$ cat src/rtl/roulette_wheel_selector_assert.svh
// assertion macros for the rtl
`ifndef ROULETTE_WHEEL_SELECTOR_ASSERT_SVH
`define ROULETTE_WHEEL_SELECTOR_ASSERT_SVH

`ifndef SYNTH
`define RWS_ASSERT(label, clk, rst_n, prop) \
  label: assert property (@(posedge clk) disable iff (!rst_n) (prop)) \
    else $error("rws assertion failed");
`define RWS_ASSERT_ALWAYS(label, clk, prop) \
  label: assert property (@(posedge clk) (prop)) \
    else $error("rws assertion failed");
`else
`define RWS_ASSERT(label, clk, rst_n, prop)
`define RWS_ASSERT_ALWAYS(label, clk, prop)
`endif

`endif

$ cat src/rtl/rws_pkg.sv
package rws_pkg;

  localparam int SLOT_W      = 7;
  localparam int FIT_W       = 31;
  localparam int SUM_W       = 38;
  localparam int POP_W       = 8;
  localparam int MAX_POP_DEF = 128;
  localparam logic [POP_W-1:0] POP_RESET = 8'd128;

  // configuration port
  localparam int CFG_DW = 32;
  localparam int CFG_AW = 3;
  localparam logic REG_POP_SIZE = 1'b0;

  // item commands
  localparam logic CMD_LOAD   = 1'b0;
  localparam logic CMD_SELECT = 1'b1;

  // control from the walk sequencer to the accumulator
  typedef struct packed {
    logic clr;
    logic vld;
  } acc_ctl_t;

  typedef struct packed {
    logic hit;
    logic found;
  } acc_stat_t;

endpackage

$ cat src/rtl/rws_cfg.sv
module rws_cfg (
  input  logic                        clk,
  input  logic                        rst_n,
  input  logic                        psel,
  input  logic                        penable,
  input  logic                        pwrite,
  input  logic [rws_pkg::CFG_AW-1:0]  paddr,
  input  logic [rws_pkg::CFG_DW-1:0]  pwdata,
  output logic [rws_pkg::CFG_DW-1:0]  prdata,
  output logic                        pready,
  output logic [rws_pkg::POP_W-1:0]   pop_size
);

  logic [rws_pkg::POP_W-1:0] pop_size_r;
  logic                      hit_pop;

  assign hit_pop = (paddr[2] == rws_pkg::REG_POP_SIZE);
  assign pready  = 1'b1;
  assign prdata  = hit_pop ? rws_pkg::CFG_DW'(pop_size_r) : '0;
  assign pop_size = pop_size_r;

  always_ff @(posedge clk) begin
    if (!rst_n) begin
      pop_size_r <= rws_pkg::POP_RESET;
    end else if (psel && penable && pwrite && hit_pop) begin
      pop_size_r <= pwdata[rws_pkg::POP_W-1:0];
    end
  end

endmodule

$ cat config.mk
export PLATFORM = sky130hd
export DESIGN_NAME = rws_cfg
export DESIGN_NICKNAME = d
export VERILOG_FILES = /design/src/rtl/roulette_wheel_selector_assert.svh /design/src/rtl/rws_pkg.sv /design/src/rtl/rws_cfg.sv
export SDC_FILE = /design/constraint.sdc
export NUM_CORES = 1
export LEC_CHECK = 0
export ABC_AREA = 1
export BUFFER_PORTS_ARGS = -buffer_cell sky130_fd_sc_hd__buf_2
export CAP_MARGIN = 25
export CORE_ASPECT_RATIO = 1.2
export CORE_MARGIN = 2
export CORE_UTILIZATION = 29
export DETAILED_ROUTE_END_ITERATION = 16
export HOLD_SLACK_MARGIN = 0.1
export PLACE_DENSITY = 0.76
export SLEW_MARGIN = 20
export SYNTH_ARGS = -nofsm -noshare
export SYNTH_HDL_FRONTEND = slang
export SYNTH_SLANG_ARGS = --single-unit
export TNS_END_PERCENT = 5
$ cat constraint.sdc
create_clock -name clk -period 0.8 [get_ports clk]
set_input_delay 0.16 -clock clk [delete_from_list [all_inputs] [get_ports clk]]
set_output_delay 0.16 -clock clk [all_outputs]
set_load 0.005 [all_outputs]
# [After elaboration in Yosys (flattened, before gate mapping)]
# Cells that the tools add are included.
[totals] in_bits=40 word_cells=6 output_inout_bits=41 register_bits=8
[classes] muxes=1 n_bitwise=1 reduce_logical=3
[op_table] operator="two-way mux 8 bit" n=1
[op_table] operator="logical AND 1 bit" n=3
[op_table] operator="NOT 1 bit" n=1

# [Longest topological paths before layout]
[logic_depth] ltp_word=3 ltp_mapped=6 ltp_nobuf=5

# [Least setup slack after synthesis]
# No wires, ideal clock.
[synth_path] kind="input to register" startpoint="input paddr[2] (netlist bit)" endpoint="register pop_size_r, in the netlist pop_size[2]" setup_time_ns=0.113 required_ns=0.687 arrival_ns=0.591 path_buffers=1 setup_slack_ns=0.097 stages=5 cell_sequence="buf_6 -> nor2_4 -> nand3_1 -> nand2_1 -> nor2_1"
[synth_via] elab_chain_cells=2
[synth_rtl] item="start, declared" line="rws_cfg.sv:7" source="input logic [rws_pkg::CFG_AW-1:0] paddr,"
[synth_rtl] item="NOT 1 bit" line="rws_cfg.sv:17" source="assign hit_pop = (paddr[2] == rws_pkg::REG_POP_SIZE);"
[synth_rtl] item="logical AND 1 bit" line="rws_cfg.sv:25" source="end else if (psel && penable && pwrite && hit_pop) begin"
[synth_rtl] item="end signal, assigned" line="rws_cfg.sv:24" source="pop_size_r <= rws_pkg::POP_RESET;"
[synth_rtl] item="end signal, assigned" line="rws_cfg.sv:26" source="pop_size_r <= pwdata[rws_pkg::POP_W-1:0];"
[synth_rtl] item="end, declared" line="rws_cfg.sv:14" source="logic [rws_pkg::POP_W-1:0] pop_size_r;"
# No other way between the ends.
# A chain may end at the register's enable or synchronous reset.

# [Worst setup path in the final report]
[layout_path] startpoint="register pop_size_r, in the netlist pop_size[0]" endpoint="output prdata[0] (netlist bit)"
[layout_via] elab_chain_cells=1
[layout_rtl] item="two-way mux 8 bit" line="rws_cfg.sv:19" source="assign prdata = hit_pop ? rws_pkg::CFG_DW'(pop_size_r) : '0;"
[layout_rtl] item="end, declared" line="rws_cfg.sv:9" source="output logic [rws_pkg::CFG_DW-1:0] prdata,"
# No other way between the ends.

==> results.toml <==
[run_status]
status = "finished, violations left"
violations = "setup timing"

[hold_path]
hp-start = "pwdata[7]"
holdCritPathClass = "input pin to flip-flop"
min_to = "pop_size[7]"
hold_depth = 3

[timing]
setup_slack_ps = -170
setup_viol = 16
clock_skew_ps = 0
rsz0062_at_grt = "true"
max_freq_mhz = 1030
finalCriticalPeriod_ps = 970
period_share_pct = 121
final_hold_viol_count = 0
drv_slew = 0

[yosys]
ys_types = 16
syn_inst = 98
ys_ff_latch = 8
netlist_area_sq_um = 658
synth_area_per_cell_sq_um = 6.72
yosys_warnings = 0
ys_seq_area_share_pct = 24.3

[floorplanning]
floorplan.initialDensity_pct = 31.4
row_count = 18
coreArea_sq_mm = 0.00209
io_pins = 81
dieWidth_microns = 47.5
die_area_sq_mm = 0.00267
die_h_microns = 56.2

[clock_tree]
cts_hold_buf = 0
clkSlewWorstSetupHoldPaths_ps = 50
ctsRootBufferMaster = "clkbuf_4"
cts_tree = "done"
clkLatencyLatePin_ps = 260
clock_path_buffers = 2
htreeDepth = 1
clkSinkCount = 8
cts_inserted_buffers = 3

[pwr]
ir_drop_v = 0.000593
p_leak_nw = 0.479
total_power_uw = 925
power.density_mw_per_mm2 = 1200

[routing]
wl_per_cell_microns = 6.83
firstDrtPassIters = 2
drt_iter0_markers = 4
totalWireLength_microns = 1080
drc = 0
viasPerCell = 3.51
dr_total_vias = 555
ant_nets = 0

[cells_and_area]
largest_reg_flops = 8
multi_input_area_sq_um = 313
diodes = 0
layout-drive-gt1-share_pct = 43.0
stdcell_count = 158
final_nets = 170
fillers = 251
area_delta_synth_final_pct = 17.5
regArea_sq_um = 170

[grt]
grt_use_total_pct = 8.90
grt_pass1_wl_microns = 1700
antenna_found_initial = 0
grt_max_degree = 11
grt_pass1_vias = 437
grt_overflow_total = 0

[setup_path]
cp_data_arrival_time_ps = 810
crit_type = "flip-flop to output pin"
startpoint_type = "flip-flop"
r2r_cells = 3
reg2reg_slack_ps = 110
rr_endpoint = "pop_size[0]"
r2r-start = "pop_size[0]"
cp_max_fo = 3
critPathCaptureType = "output pin"
crit_required_ps = 640

[placed_design]
place_ws_ps = -64.5
place_inst = 153
dp_hpwl_microns = 900
gp_congestion = 0.747
port_buffers = 29

[run]
drv_cap = 0
## timing repair
action | CTS | global route
buffers inserted | 2 | 0
endpoints found under the setup margin | 16 | 16
gates resized for setup | 8 | 5
## cell families (layout without fill, tap and decap cells)
kind of cell / after synthesis / count (layout) / share of synthesized area [%]
AND/OR/NAND/NOR: 42 / 42 / 32.1
flip-flops: 8 / 8 / 24.3
other: 2 / 25 / 1.14
AO/OA/AOI/OAI: 1 / 1 / 0.760
buffers and inverters: 45 / 52 / 41.6
## layer usage
| metal | part of all wire [%] | track usage, % | up-vias |
|---|---|---|---|
| li1 | - | - | 296 |
| met1 | 37 | 9.39 | 219 |
| met2 | 49 | 13.9 | 36 |
| met3 | 11 | 3.25 | 4 |
| met4 | 1.9 | 5.95 | 0 |
| met5 | 0 | 0 | - |
## worst max path at each step
| stage | from | endpoint | cells after the start |
|---|---|---|---|
| 6_report | pop_size[0] | prdata[0] | 3 |
| 5_1_grt | pop_size[3] | prdata[3] | 3 |
| 4_1_cts | pop_size[4] | prdata[4] | 3 |
| 3_5_place_dp | paddr[2] | pop_size[0] | 5 |
| 3_3_place_gp | paddr[2] | pop_size[0] | 5 |
| 2_1_floorplan | paddr[2] | pop_size[2] | 5 |
## Yosys cell counts
cell     count  area share [%]
buf_2        1            0.76
buf_4       25              29
buf_6        1             1.7
conb_1       2             1.1
dfxtp_1      8              24
inv_1       16             9.1
inv_2        1            0.57
inv_4        1            0.95
nand2_1      8             4.6
nand2_4      2             3.4
nand3_1      8             6.1
nor2_1      20              11
nor2_2       2             1.9
nor2_4       1             1.7
nor2_8       1             3.0
o21ai_1      1            0.76
## where the power goes
group          switching, mW  internal (mW)  total (mW)
Clock                  0.136          0.172       0.308
Combinational          0.116         0.0745       0.190
Sequential            0.0110          0.416       0.427
Total                  0.263          0.662       0.925
## cells in the final DEF, fill, tap and decap left out
cell	Yosys	routed
nor2_8	1	1
nor2_1	20	19
conb_1	2	25
dfxtp_2	0	8
nand3_1	8	8
buf_4	25	2
nor2_4	1	1
inv_2	1	5
nand2_4	2	2
nor2_2	2	3
buf_2	1	29
nand2_1	8	8
o21ai_1	1	1
clkbuf_4	0	3
inv_1	16	12
inv_4	1	1
## worst max-delay path: stages, from the launching register on
cell and delay, ps:
dfxtp_2 340, inv_2 40, nor2_2 70, buf_2 110
## final cells by class
| type | count | area share, % |
|---|---|---|
| multi-input combinational | 68 | 40.5 |
| sequential | 8 | 22.0 |
| timing repair buffer | 31 | 20.7 |
| inverter | 18 | 9.06 |
| tap | 30 | 4.85 |
| clock buffer | 3 | 2.91 |
## stage by stage
stage,setup TNS [ps],hold slack (ps),cell area (sq um),utilization [%]
after floorplan,0,286,744,-
after global placement,-423,378,723,34.5
after detailed placement,-430,379,723,34.5
after CTS,-1820,117,771,36.8
after global routing,-2520,130,773,36.9
final,-1770,115,773,36.9
Note: power is estimated with default switching activity, not from simulation.
