## config.mk

```make
export PLATFORM = sky130hd
export DESIGN_NAME = rws_accum
export DESIGN_NICKNAME = d
export VERILOG_FILES = /design/src/rtl/roulette_wheel_selector_assert.svh /design/src/rtl/rws_pkg.sv /design/src/rtl/rws_accum.sv
export SDC_FILE = /design/constraint.sdc
export NUM_CORES = 1
export LEC_CHECK = 0
export BUFFER_PORTS_ARGS = -buffer_cell sky130_fd_sc_hd__buf_2
export CAP_MARGIN = 20
export CORE_MARGIN = 8
export CORE_UTILIZATION = 25
export DETAILED_ROUTE_END_ITERATION = 10
export GPL_ROUTABILITY_DRIVEN = 0
export PLACE_DENSITY = 0.52
export SETUP_SLACK_MARGIN = 0.3
export SKIP_LAST_GASP = 1
export SYNTH_ARGS = -nofsm -noshare
export SYNTH_HDL_FRONTEND = slang
export SYNTH_SLANG_ARGS = --single-unit
```

## constraint.sdc

```tcl
create_clock -name clk -period 7.7 [get_ports clk]
set_clock_uncertainty 0.05 [all_clocks]
set_input_delay 0.385 -clock clk [delete_from_list [all_inputs] [get_ports clk]]
set_output_delay 0.385 -clock clk [all_outputs]
set_load 0.01 [all_outputs]
```

## src/rtl/roulette_wheel_selector_assert.svh

```systemverilog
// assertion macros for the rtl
`ifndef ROULETTE_WHEEL_SELECTOR_ASSERT_SVH
`define ROULETTE_WHEEL_SELECTOR_ASSERT_SVH

`ifndef SYNTH
`define RWS_ASSERT(label, clk, rst_n, prop) \
  label: assert property (@(posedge clk) disable iff (!rst_n) (prop)) \
    else $error("rws assertion failed");
`define RWS_ASSERT_ALWAYS(label, clk, prop) \
  label: assert property (@(posedge clk) (prop)) \
    else $error("rws assertion failed");
`else
`define RWS_ASSERT(label, clk, rst_n, prop)
`define RWS_ASSERT_ALWAYS(label, clk, prop)
`endif

`endif

```

## src/rtl/rws_pkg.sv

```systemverilog
package rws_pkg;

  localparam int SLOT_W      = 7;
  localparam int FIT_W       = 31;
  localparam int SUM_W       = 38;
  localparam int POP_W       = 8;
  localparam int MAX_POP_DEF = 128;
  localparam logic [POP_W-1:0] POP_RESET = 8'd128;

  // configuration port
  localparam int CFG_DW = 32;
  localparam int CFG_AW = 3;
  localparam logic REG_POP_SIZE = 1'b0;

  // item commands
  localparam logic CMD_LOAD   = 1'b0;
  localparam logic CMD_SELECT = 1'b1;

  // control from the walk sequencer to the accumulator
  typedef struct packed {
    logic clr;
    logic vld;
  } acc_ctl_t;

  typedef struct packed {
    logic hit;
    logic found;
  } acc_stat_t;

endpackage

```

## src/rtl/rws_accum.sv

```systemverilog
module rws_accum (
  input  logic                        clk,
  input  logic                        rst_n,
  input  rws_pkg::acc_ctl_t           ctl,
  input  logic [rws_pkg::FIT_W-1:0]   fit,
  input  logic [rws_pkg::SUM_W-1:0]   point,
  output logic [rws_pkg::SUM_W-1:0]   acc,
  output rws_pkg::acc_stat_t          stat
);

  logic [rws_pkg::SUM_W-1:0] acc_r;
  logic [rws_pkg::SUM_W-1:0] acc_nxt;
  logic [rws_pkg::SUM_W:0]   sum;
  logic                      found_r;

  // saturating add of one stored fitness
  assign sum     = {1'b0, acc_r} + (rws_pkg::SUM_W+1)'(fit);
  assign acc_nxt = sum[rws_pkg::SUM_W] ? '1 : sum[rws_pkg::SUM_W-1:0];

  assign stat.hit   = ctl.vld && !found_r && (acc_nxt >= point);
  assign stat.found = found_r;
  assign acc        = acc_r;

  always_ff @(posedge clk) begin
    if (!rst_n) begin
      found_r <= 1'b0;
      acc_r   <= '0;
    end else if (ctl.clr) begin
      found_r <= 1'b0;
      acc_r   <= '0;
    end else if (ctl.vld) begin
      acc_r <= acc_nxt;
      if (stat.hit) begin
        found_r <= 1'b1;
      end
    end
  end

endmodule

```

After elaboration in Yosys (flattened, before gate mapping)
Index checks and enable logic that the tools add are counted.
- output and inout port bits: 40
- memory bits (read-only): 0
- bits in writable memories: 0
- logic and storage cells: 11
- bits in latches: 0
- register bits: 39
- input port bits: 73
- memories kept: 0
- bitwise logic cells: 1
- div/mod/pow operators: 0
- reductions and logical operators: 5
- order comparisons: 1
- mux-type cells: 1
- add/subtract/negate cells: 1
- $mul: 0
- equality and inequality tests: 0
- shifts and indexed selects: 0
- operators with widths (kind ; count):
    $add A38 B31 Y39 ; 1
    $ge A38 B38 Y1 ; 1
    $mux W38 ; 1
    $logic_and A1 B1 Y1 ; 2
    $reduce_and A2 Y1 ; 1
    $reduce_or A2 Y1 ; 1
    $logic_not A1 Y1 ; 1
    $not A1 Y1 ; 1

Longest topological paths before layout
Gate-level depths: netlist (run 1).
- word-level depth: 5
- gate-level depth with buffers: 23
- mapped depth without buffers: 21

Least setup slack after synthesis (run 1)
OpenSTA, ideal clock, no wires.
- path kind: input to output
- from: input fit[0] (netlist bit)
- to: output stat[1] (netlist bit)
- data required time: 7.265 ns
- buffers on the path: 2
- arrival time: 4.120 ns
- setup slack: 3.145 ns
- cell stages on the path: 22
- cells stage by stage: ha_1 -> inv_1 -> fa_1 -> nor2b_4 -> o211ai_1 -> a21oi_1 -> o211a_1 -> o31a_1 -> o2111a_1 -> o21a_1 -> buf_6 -> buf_6 -> or2_1 -> ha_1 -> nand4_1 -> nor4_1 -> o31ai_1 -> o211ai_1 -> o21ai_0 -> o211ai_1 -> nand2_1 -> a211oi_1
- RTL lines (item ; RTL line ; text):
    start: declaration ; rws_accum.sv:5 ; input logic [rws_pkg::FIT_W-1:0] fit,
    end: declaration ; rws_accum.sv:8 ; output rws_pkg::acc_stat_t stat

==> results of run 1 <==
stage by stage:
step                      hold slack, ns  utilization (%)
after detailed placement           0.440             29.9
after CTS                          0.443             30.9
after floorplan                    0.415                -
final                              0.452             30.9
after global placement             0.441             29.9
after global routing               0.508             30.9
layer usage:
metal	GRT usage (%)	up-vias	part of all wire (%)
li1	-	2338	-
met1	17.8	2012	47
met2	21.3	114	45
met3	4.34	6	7.8
met4	2.42	0	0.72
met5	0	-	0
report_power, final:
part / switching [mW] / total [mW] / internal (mW) / leakage, nW
Sequential: 0.00654 / 0.217 / 0.210 / 0.318
Combinational: 0.156 / 0.274 / 0.118 / 2.31
Clock: 0.0988 / 0.260 / 0.162 / 0.0868
Total: 0.261 / 0.751 / 0.490 / 2.72
state kept, by name, summed over array words and instances (netlist names):
name     count
acc         38
found_r      1
how the worst min path moves through the flow:
stage / from / end / cells after the start
6_report: fit[0] / acc[0]$_SDFFE_PP0P_ / 4
5_1_grt: acc[9]$_SDFFE_PP0P_ / acc[9]$_SDFFE_PP0P_ / 2
4_1_cts: fit[0] / acc[0]$_SDFFE_PP0P_ / 4
3_5_place_dp: found_r$_SDFFE_PP0P_ / found_r$_SDFFE_PP0P_ / 2
3_3_place_gp: found_r$_SDFFE_PP0P_ / found_r$_SDFFE_PP0P_ / 2
2_1_floorplan: found_r$_SDFFE_PP0P_ / found_r$_SDFFE_PP0P_ / 2
cells by family (layout without fill, tap and decap cells):
family                   count (synthesis)  after routing
AND/OR/NAND/NOR                        191            191
AO/OA/AOI/OAI                          186            186
buffers and inverters                   79            179
adder cells (fa/ha/maj)                 70             70
flip-flops                              39             39
XOR/XNOR                                29             29
multiplexers                             3              3
final cells by class:
| cell class | count | area, um2 | area share (%) |
|---|---|---|---|
| multi-input combinational | 479 | 3320 | 62.0 |
| tap | 225 | 282 | 5.26 |
| sequential | 39 | 781 | 14.6 |
| timing repair buffer | 116 | 591 | 11.0 |
| inverter | 55 | 206 | 3.86 |
| clock buffer | 6 | 139 | 2.59 |
| clock inverter | 2 | 35.0 | 0.654 |
cell usage after synthesis (4+ instances only):
| library cell | number | area (um2) |
|---|---|---|
| ha_1 | 69 | 863 |
| inv_1 | 55 | 206 |
| o21ai_0 | 55 | 275 |
| a21oi_1 | 50 | 250 |
| nor2_1 | 47 | 176 |
| nand2_1 | 43 | 161 |
| dfxtp_1 | 39 | 781 |
| nor3_1 | 28 | 140 |
| a21o_1 | 20 | 150 |
| or2_1 | 18 | 113 |
| xnor2_1 | 18 | 158 |
| nand4_1 | 14 | 87.6 |
| a31oi_1 | 13 | 81.3 |
| clkbuf_1 | 13 | 48.8 |
| xor2_1 | 11 | 96.3 |
| and3_1 | 7 | 43.8 |
| nor2b_1 | 7 | 43.8 |
| o21a_1 | 7 | 52.6 |
| and2_1 | 6 | 37.5 |
| buf_6 | 6 | 67.6 |
| nand3_1 | 6 | 30.0 |
| o211ai_1 | 6 | 45.0 |
| a211oi_1 | 5 | 37.5 |
| nand2b_1 | 4 | 25.0 |
worst max-delay path: stages, from the launching register on:
cell and delay, ns:
dfxtp_1 0.32, ha_1 0.20, inv_1 0.07, fa_1 0.26
nor2b_4 0.06, o211ai_1 0.19, a21oi_1 0.14, o211a_1 0.27
o31a_1 0.32, o2111a_1 0.26, o21a_1 0.35, buf_4 0.32
or2_1 0.26, ha_1 0.29, nand4_1 0.15, nor4_1 0.36
o31ai_1 0.14, o211ai_1 0.10, o21ai_0 0.13, o211ai_1 0.17
nand2_1 0.09, a211oi_1 0.24, buf_2 0.18
==> impl_metrics.env, run 1 <==
export IMPL_synth_compound_area_share_pct=27.0
export IMPL_grt_total_usage_pct=13.5
export IMPL_drv_slew=0
export IMPL_tightest_slew_ns=0.908
export IMPL_synth_nets=740
export IMPL_worstPathArrival_ns=5.17
export IMPL_ir_drop_mv=0.0796
export IMPL_io_buffers=112
export IMPL_r2r_end="found_r$_SDFFE_PP0P_"
export IMPL_initial_core_util_pct=25.6
export IMPL_synth_fa_ha_area_share_pct=19.9
export IMPL_synth_top_family_by_area="compound AO/OA/AOI/OAI gates"
export IMPL_placed_cell_area_um2=5180
export IMPL_totalPowerFinal_mw=0.751
export IMPL_ios=113
export IMPL_wirelength_um=15000
export IMPL_yosys_mux_area_fraction_pct=0.731
export IMPL_synthFlopType="dfxtp_1"
export IMPL_end_kind="output pin"
export IMPL_antenna_found_initial=0
export IMPL_rrSetupSlack_ns=2.77
export IMPL_fin_setup_tns_ns=0
export IMPL_post_cts_buffers=0
export IMPL_die_w_um=149
export IMPL_synth_edff_count=0
export IMPL_via_count=4470
export IMPL_core_um2=17400
export IMPL_layout_common_cells="112 x buf_2, 69 x ha_1, 55 x inv_1, 55 x o21ai_0, 50 x a21oi_1"
export IMPL_cp_max_fo=32
export IMPL_antenna_left=0
export IMPL_first_iter_violations=156
export IMPL_cts_sinks=39
export IMPL_status="finished clean"
export IMPL_pre_cts_slack_ns=2.16
export IMPL_max_cap_violations=0
export IMPL_fmax_mhz=178
export IMPL_syn2layout_area_growth_pct=20.4
export IMPL_syn_inst=597
export IMPL_crit_required_ns=7.26
export IMPL_crit_end="stat[1]"
export IMPL_grt_pass1_vias=4526
export IMPL_drtPass1Iterations=4
export IMPL_dp_hpwl_um=12200
export IMPL_avgSynthCellArea_um2=7.45
export IMPL_relSlewSlack_pct=39.4
export IMPL_ff2ff_path_depth=22
export IMPL_drive_above_1_share_pct=20.4
export IMPL_die_y_um=149
export IMPL_htree_levels=2
export IMPL_die_area_um2=22300
export IMPL_yosys_area_share_simple_pct=21.3
export IMPL_cts_resized=0
export IMPL_vias_per_cell=4.85
export IMPL_grt_ovfl_total=0
export IMPL_synth_xor_area_share_pct=5.71
export IMPL_grt_max_degree=52
export IMPL_wl_per_cell_um=16.2
export IMPL_hold_viol_final=0
export IMPL_design_area_um2=5360
export IMPL_rsz0062_at_grt="false"
export IMPL_ys_ff_latch=39
export IMPL_drc_errors=0
export IMPL_synth_area_um2=4450
export IMPL_clock_root_buffer="clkbuf_16"
export IMPL_fin_crit_sh_pct=72.8
export IMPL_fin_cells=922
export IMPL_timing_final_ws_setup_ns=2.09
export IMPL_grt_pass1_wl_um=24000
export IMPL_worst_setup_path_type="flip-flop to output pin"
export IMPL_final_nets=839
export IMPL_power_density_nw_per_um2=140
export IMPL_fin_crit_ns=5.61
export IMPL_dp_cells=914
export IMPL_startpoint_type="flip-flop"
export IMPL_numCtsBuffers=5
export IMPL_yosysSeqAreaShare_pct=17.6
export IMPL_p_leak_nw=2.72
export IMPL_cts_tree="built"
export IMPL_floorplan_rows=48
export IMPL_crit_start="acc[0]$_SDFFE_PP0P_"
export IMPL_hp_class="primary input to flip-flop"
export IMPL_async_flop_share_pct=0
export IMPL_antennaDiodeCount=0
export IMPL_setup_viol=0
export IMPL_clock_path_buffers=2
export IMPL_final_common_cell="buf_2"
export IMPL_clk_pin_slew_worst_paths_ns=0.06
export IMPL_num_fill_cells=1939
export IMPL_clock_latency_ns=0.30
export IMPL_postCtsHoldBufs=0
export IMPL_yosys_warnings=0
export IMPL_yosysUniqueCellTypes=63
export IMPL_r2r_start="acc[0]$_SDFFE_PP0P_"
No activity file was read; power rests on OpenSTA's default activity.
==> inputs of run 2 (changes only) <==
- clock period: 7.7 -> 5.5 ns (I/O delays scaled with it)
==> impl_metrics.env, run 2 (synthesized netlist as in run 1, its figures left out) <==
export IMPL_hp_class="primary input to flip-flop"
export IMPL_power_density_nw_per_um2=180
export IMPL_cp_max_fo=13
export IMPL_highest_layer="met4"
export IMPL_drtPass1Iterations=5
export IMPL_clock_path_buffers=2
export IMPL_regArea_um2=782
export IMPL_relSlewSlack_pct=41.3
export IMPL_startpoint_type="flip-flop"
export IMPL_clk_pin_slew_worst_paths_ns=0.06
export IMPL_crit_required_ns=5.18
export IMPL_final_core_util_pct=31.9
export IMPL_grt_total_usage_pct=13.2
export IMPL_worstPathArrival_ns=4.67
export IMPL_pre_cts_slack_ns=0.343
export IMPL_antenna_left=0
export IMPL_drc_errors=0
export IMPL_grt_pass1_vias=4408
export IMPL_grt_ovfl_total=0
export IMPL_dp_hpwl_um=12300
export IMPL_core_um2=17400
export IMPL_initial_core_util_pct=25.6
export IMPL_multiInputGateArea_um2=3450
export IMPL_setup_viol=0
export IMPL_final_common_cell="buf_2"
export IMPL_io_buffers=112
export IMPL_vias_per_cell=4.84
export IMPL_fmax_mhz=200
export IMPL_rsz0062_at_grt="true"
export IMPL_die_w_um=149
export IMPL_drv_slew=0
export IMPL_die_area_um2=22300
export IMPL_syn2layout_area_growth_pct=24.6
export IMPL_worst_setup_path_type="flip-flop to output pin"
export IMPL_clock_latency_ns=0.30
export IMPL_via_count=4499
export IMPL_antenna_found_initial=0
export IMPL_tightest_slew_ns=0.880
export IMPL_wl_per_cell_um=16.2
export IMPL_met1Wirelength_um=7320
export IMPL_holdPathStages=4
export IMPL_cts_sinks=39
export IMPL_die_y_um=149
export IMPL_fin_cells=930
export IMPL_grt_pass1_wl_um=23300
export IMPL_final_nets=849
export IMPL_hold_viol_final=0
export IMPL_floorplan_rows=48
export IMPL_wl_met2_um=6680
export IMPL_antennaDiodeCount=0
export IMPL_ir_drop_mv=0.105
export IMPL_ff2ff_path_depth=19
export IMPL_ios=113
export IMPL_largest_reg_flops=38
export IMPL_cts_tree="built"
export IMPL_p_leak_nw=2.76
export IMPL_grt_max_degree=52
export IMPL_fin_crit_ns=4.99
export IMPL_status="finished clean"
export IMPL_drive_above_1_share_pct=24.1
export IMPL_end_kind="output pin"
export IMPL_htree_levels=2
export IMPL_dr_wl_met3_um=955
export IMPL_clock_root_buffer="clkbuf_16"
export IMPL_postCtsHoldBufs=0
export IMPL_fin_crit_sh_pct=90.8
export IMPL_layout_common_cells="112 x buf_2, 63 x ha_1, 54 x inv_1, 54 x o21ai_0, 47 x nor2_1"
export IMPL_num_fill_cells=1896
export IMPL_first_iter_violations=221
export IMPL_timing_final_ws_setup_ns=0.506
export IMPL_dp_cells=915
export IMPL_fin_setup_tns_ns=0
export IMPL_numCtsBuffers=5
export IMPL_wirelength_um=15100
export IMPL_whs_ns=0.364
export IMPL_max_cap_violations=0
[run 2: changes by cell type in the layout (fill, tap and decap cells not counted), moves of 2 or more]
cell and change:
or2_4 +5, a21oi_2 +5, ha_4 +5, or2_1 -3
a21oi_1 -5, or2_2 -2, ha_1 -6, buf_4 +8
[run 2: timing repair]
action | CTS | global route
buffers inserted | 0 | 8
gates cloned | 0 | 1
endpoints found under the setup margin | 1 | 1
hold endpoints to repair | 0 | 0
pin swaps | 3 | 18
resized for setup | 5 | 21
[run 2: per-layer routing]
layer | vias to the layer above | GRT usage [%]
met5 | - | 0
met4 | 0 | 2.42
met3 | 7 | 3.97
met2 | 97 | 20.8
met1 | 2038 | 17.4
li1 | 2357 | -
[run 2: power by group]
| group | total, mW | switching [mW] | internal (mW) | leakage [nW] |
|---|---|---|---|---|
| Clock | 0.288 | 0.124 | 0.164 | 0.0628 |
| Combinational | 0.407 | 0.227 | 0.180 | 2.37 |
| Sequential | 0.303 | 0.00916 | 0.294 | 0.319 |
[run 2: cell type report]
cell class                 instances  area share (%)
multi-input combinational        479            62.2
timing repair buffer             126            12.6
inverter                          55            3.73
sequential                        39            14.1
tap                              225            5.08
clock buffer                       6            2.33
[run 2: critical path: stages (launching register included)]
cell and delay (ns):
dfxtp_2 0.32, ha_2 0.19, inv_2 0.06, fa_2 0.22
nor2b_4 0.04, o211ai_1 0.24, a21oi_2 0.13, o211a_1 0.25
o31a_1 0.26, o2111a_1 0.27, o21a_4 0.26, buf_12 0.15
or2_1 0.22, ha_1 0.29, nand4_1 0.15, nor4_2 0.33
o31ai_2 0.13, o211ai_1 0.13, o21ai_1 0.11, o211ai_1 0.14
nand2_1 0.11, a211oi_2 0.18, buf_2 0.17
[run 2: path summary, 6_finish.rpt]
check / slack [ns] / from / end
worst min register to register: 0.48 / acc[25]$_SDFFE_PP0P_ / acc[25]$_SDFFE_PP0P_
worst min-delay path: 0.36 / fit[0] / acc[0]$_SDFFE_PP0P_
worst max register to register: 1.02 / acc[4]$_SDFFE_PP0P_ / found_r$_SDFFE_PP0P_
worst max-delay path: 0.51 / acc[0]$_SDFFE_PP0P_ / stat[1]
[run 2: per-stage QoR]
step | instance area [um2] | power [mW]
6_report | 5540 | 0.998
5_1_grt | 5540 | 1.08
4_1_cts | 5350 | 0.992
3_5_place_dp | 5200 | 0.695
3_3_place_gp | 5200 | 0.697
2_1_floorplan | 4450 | 0.579
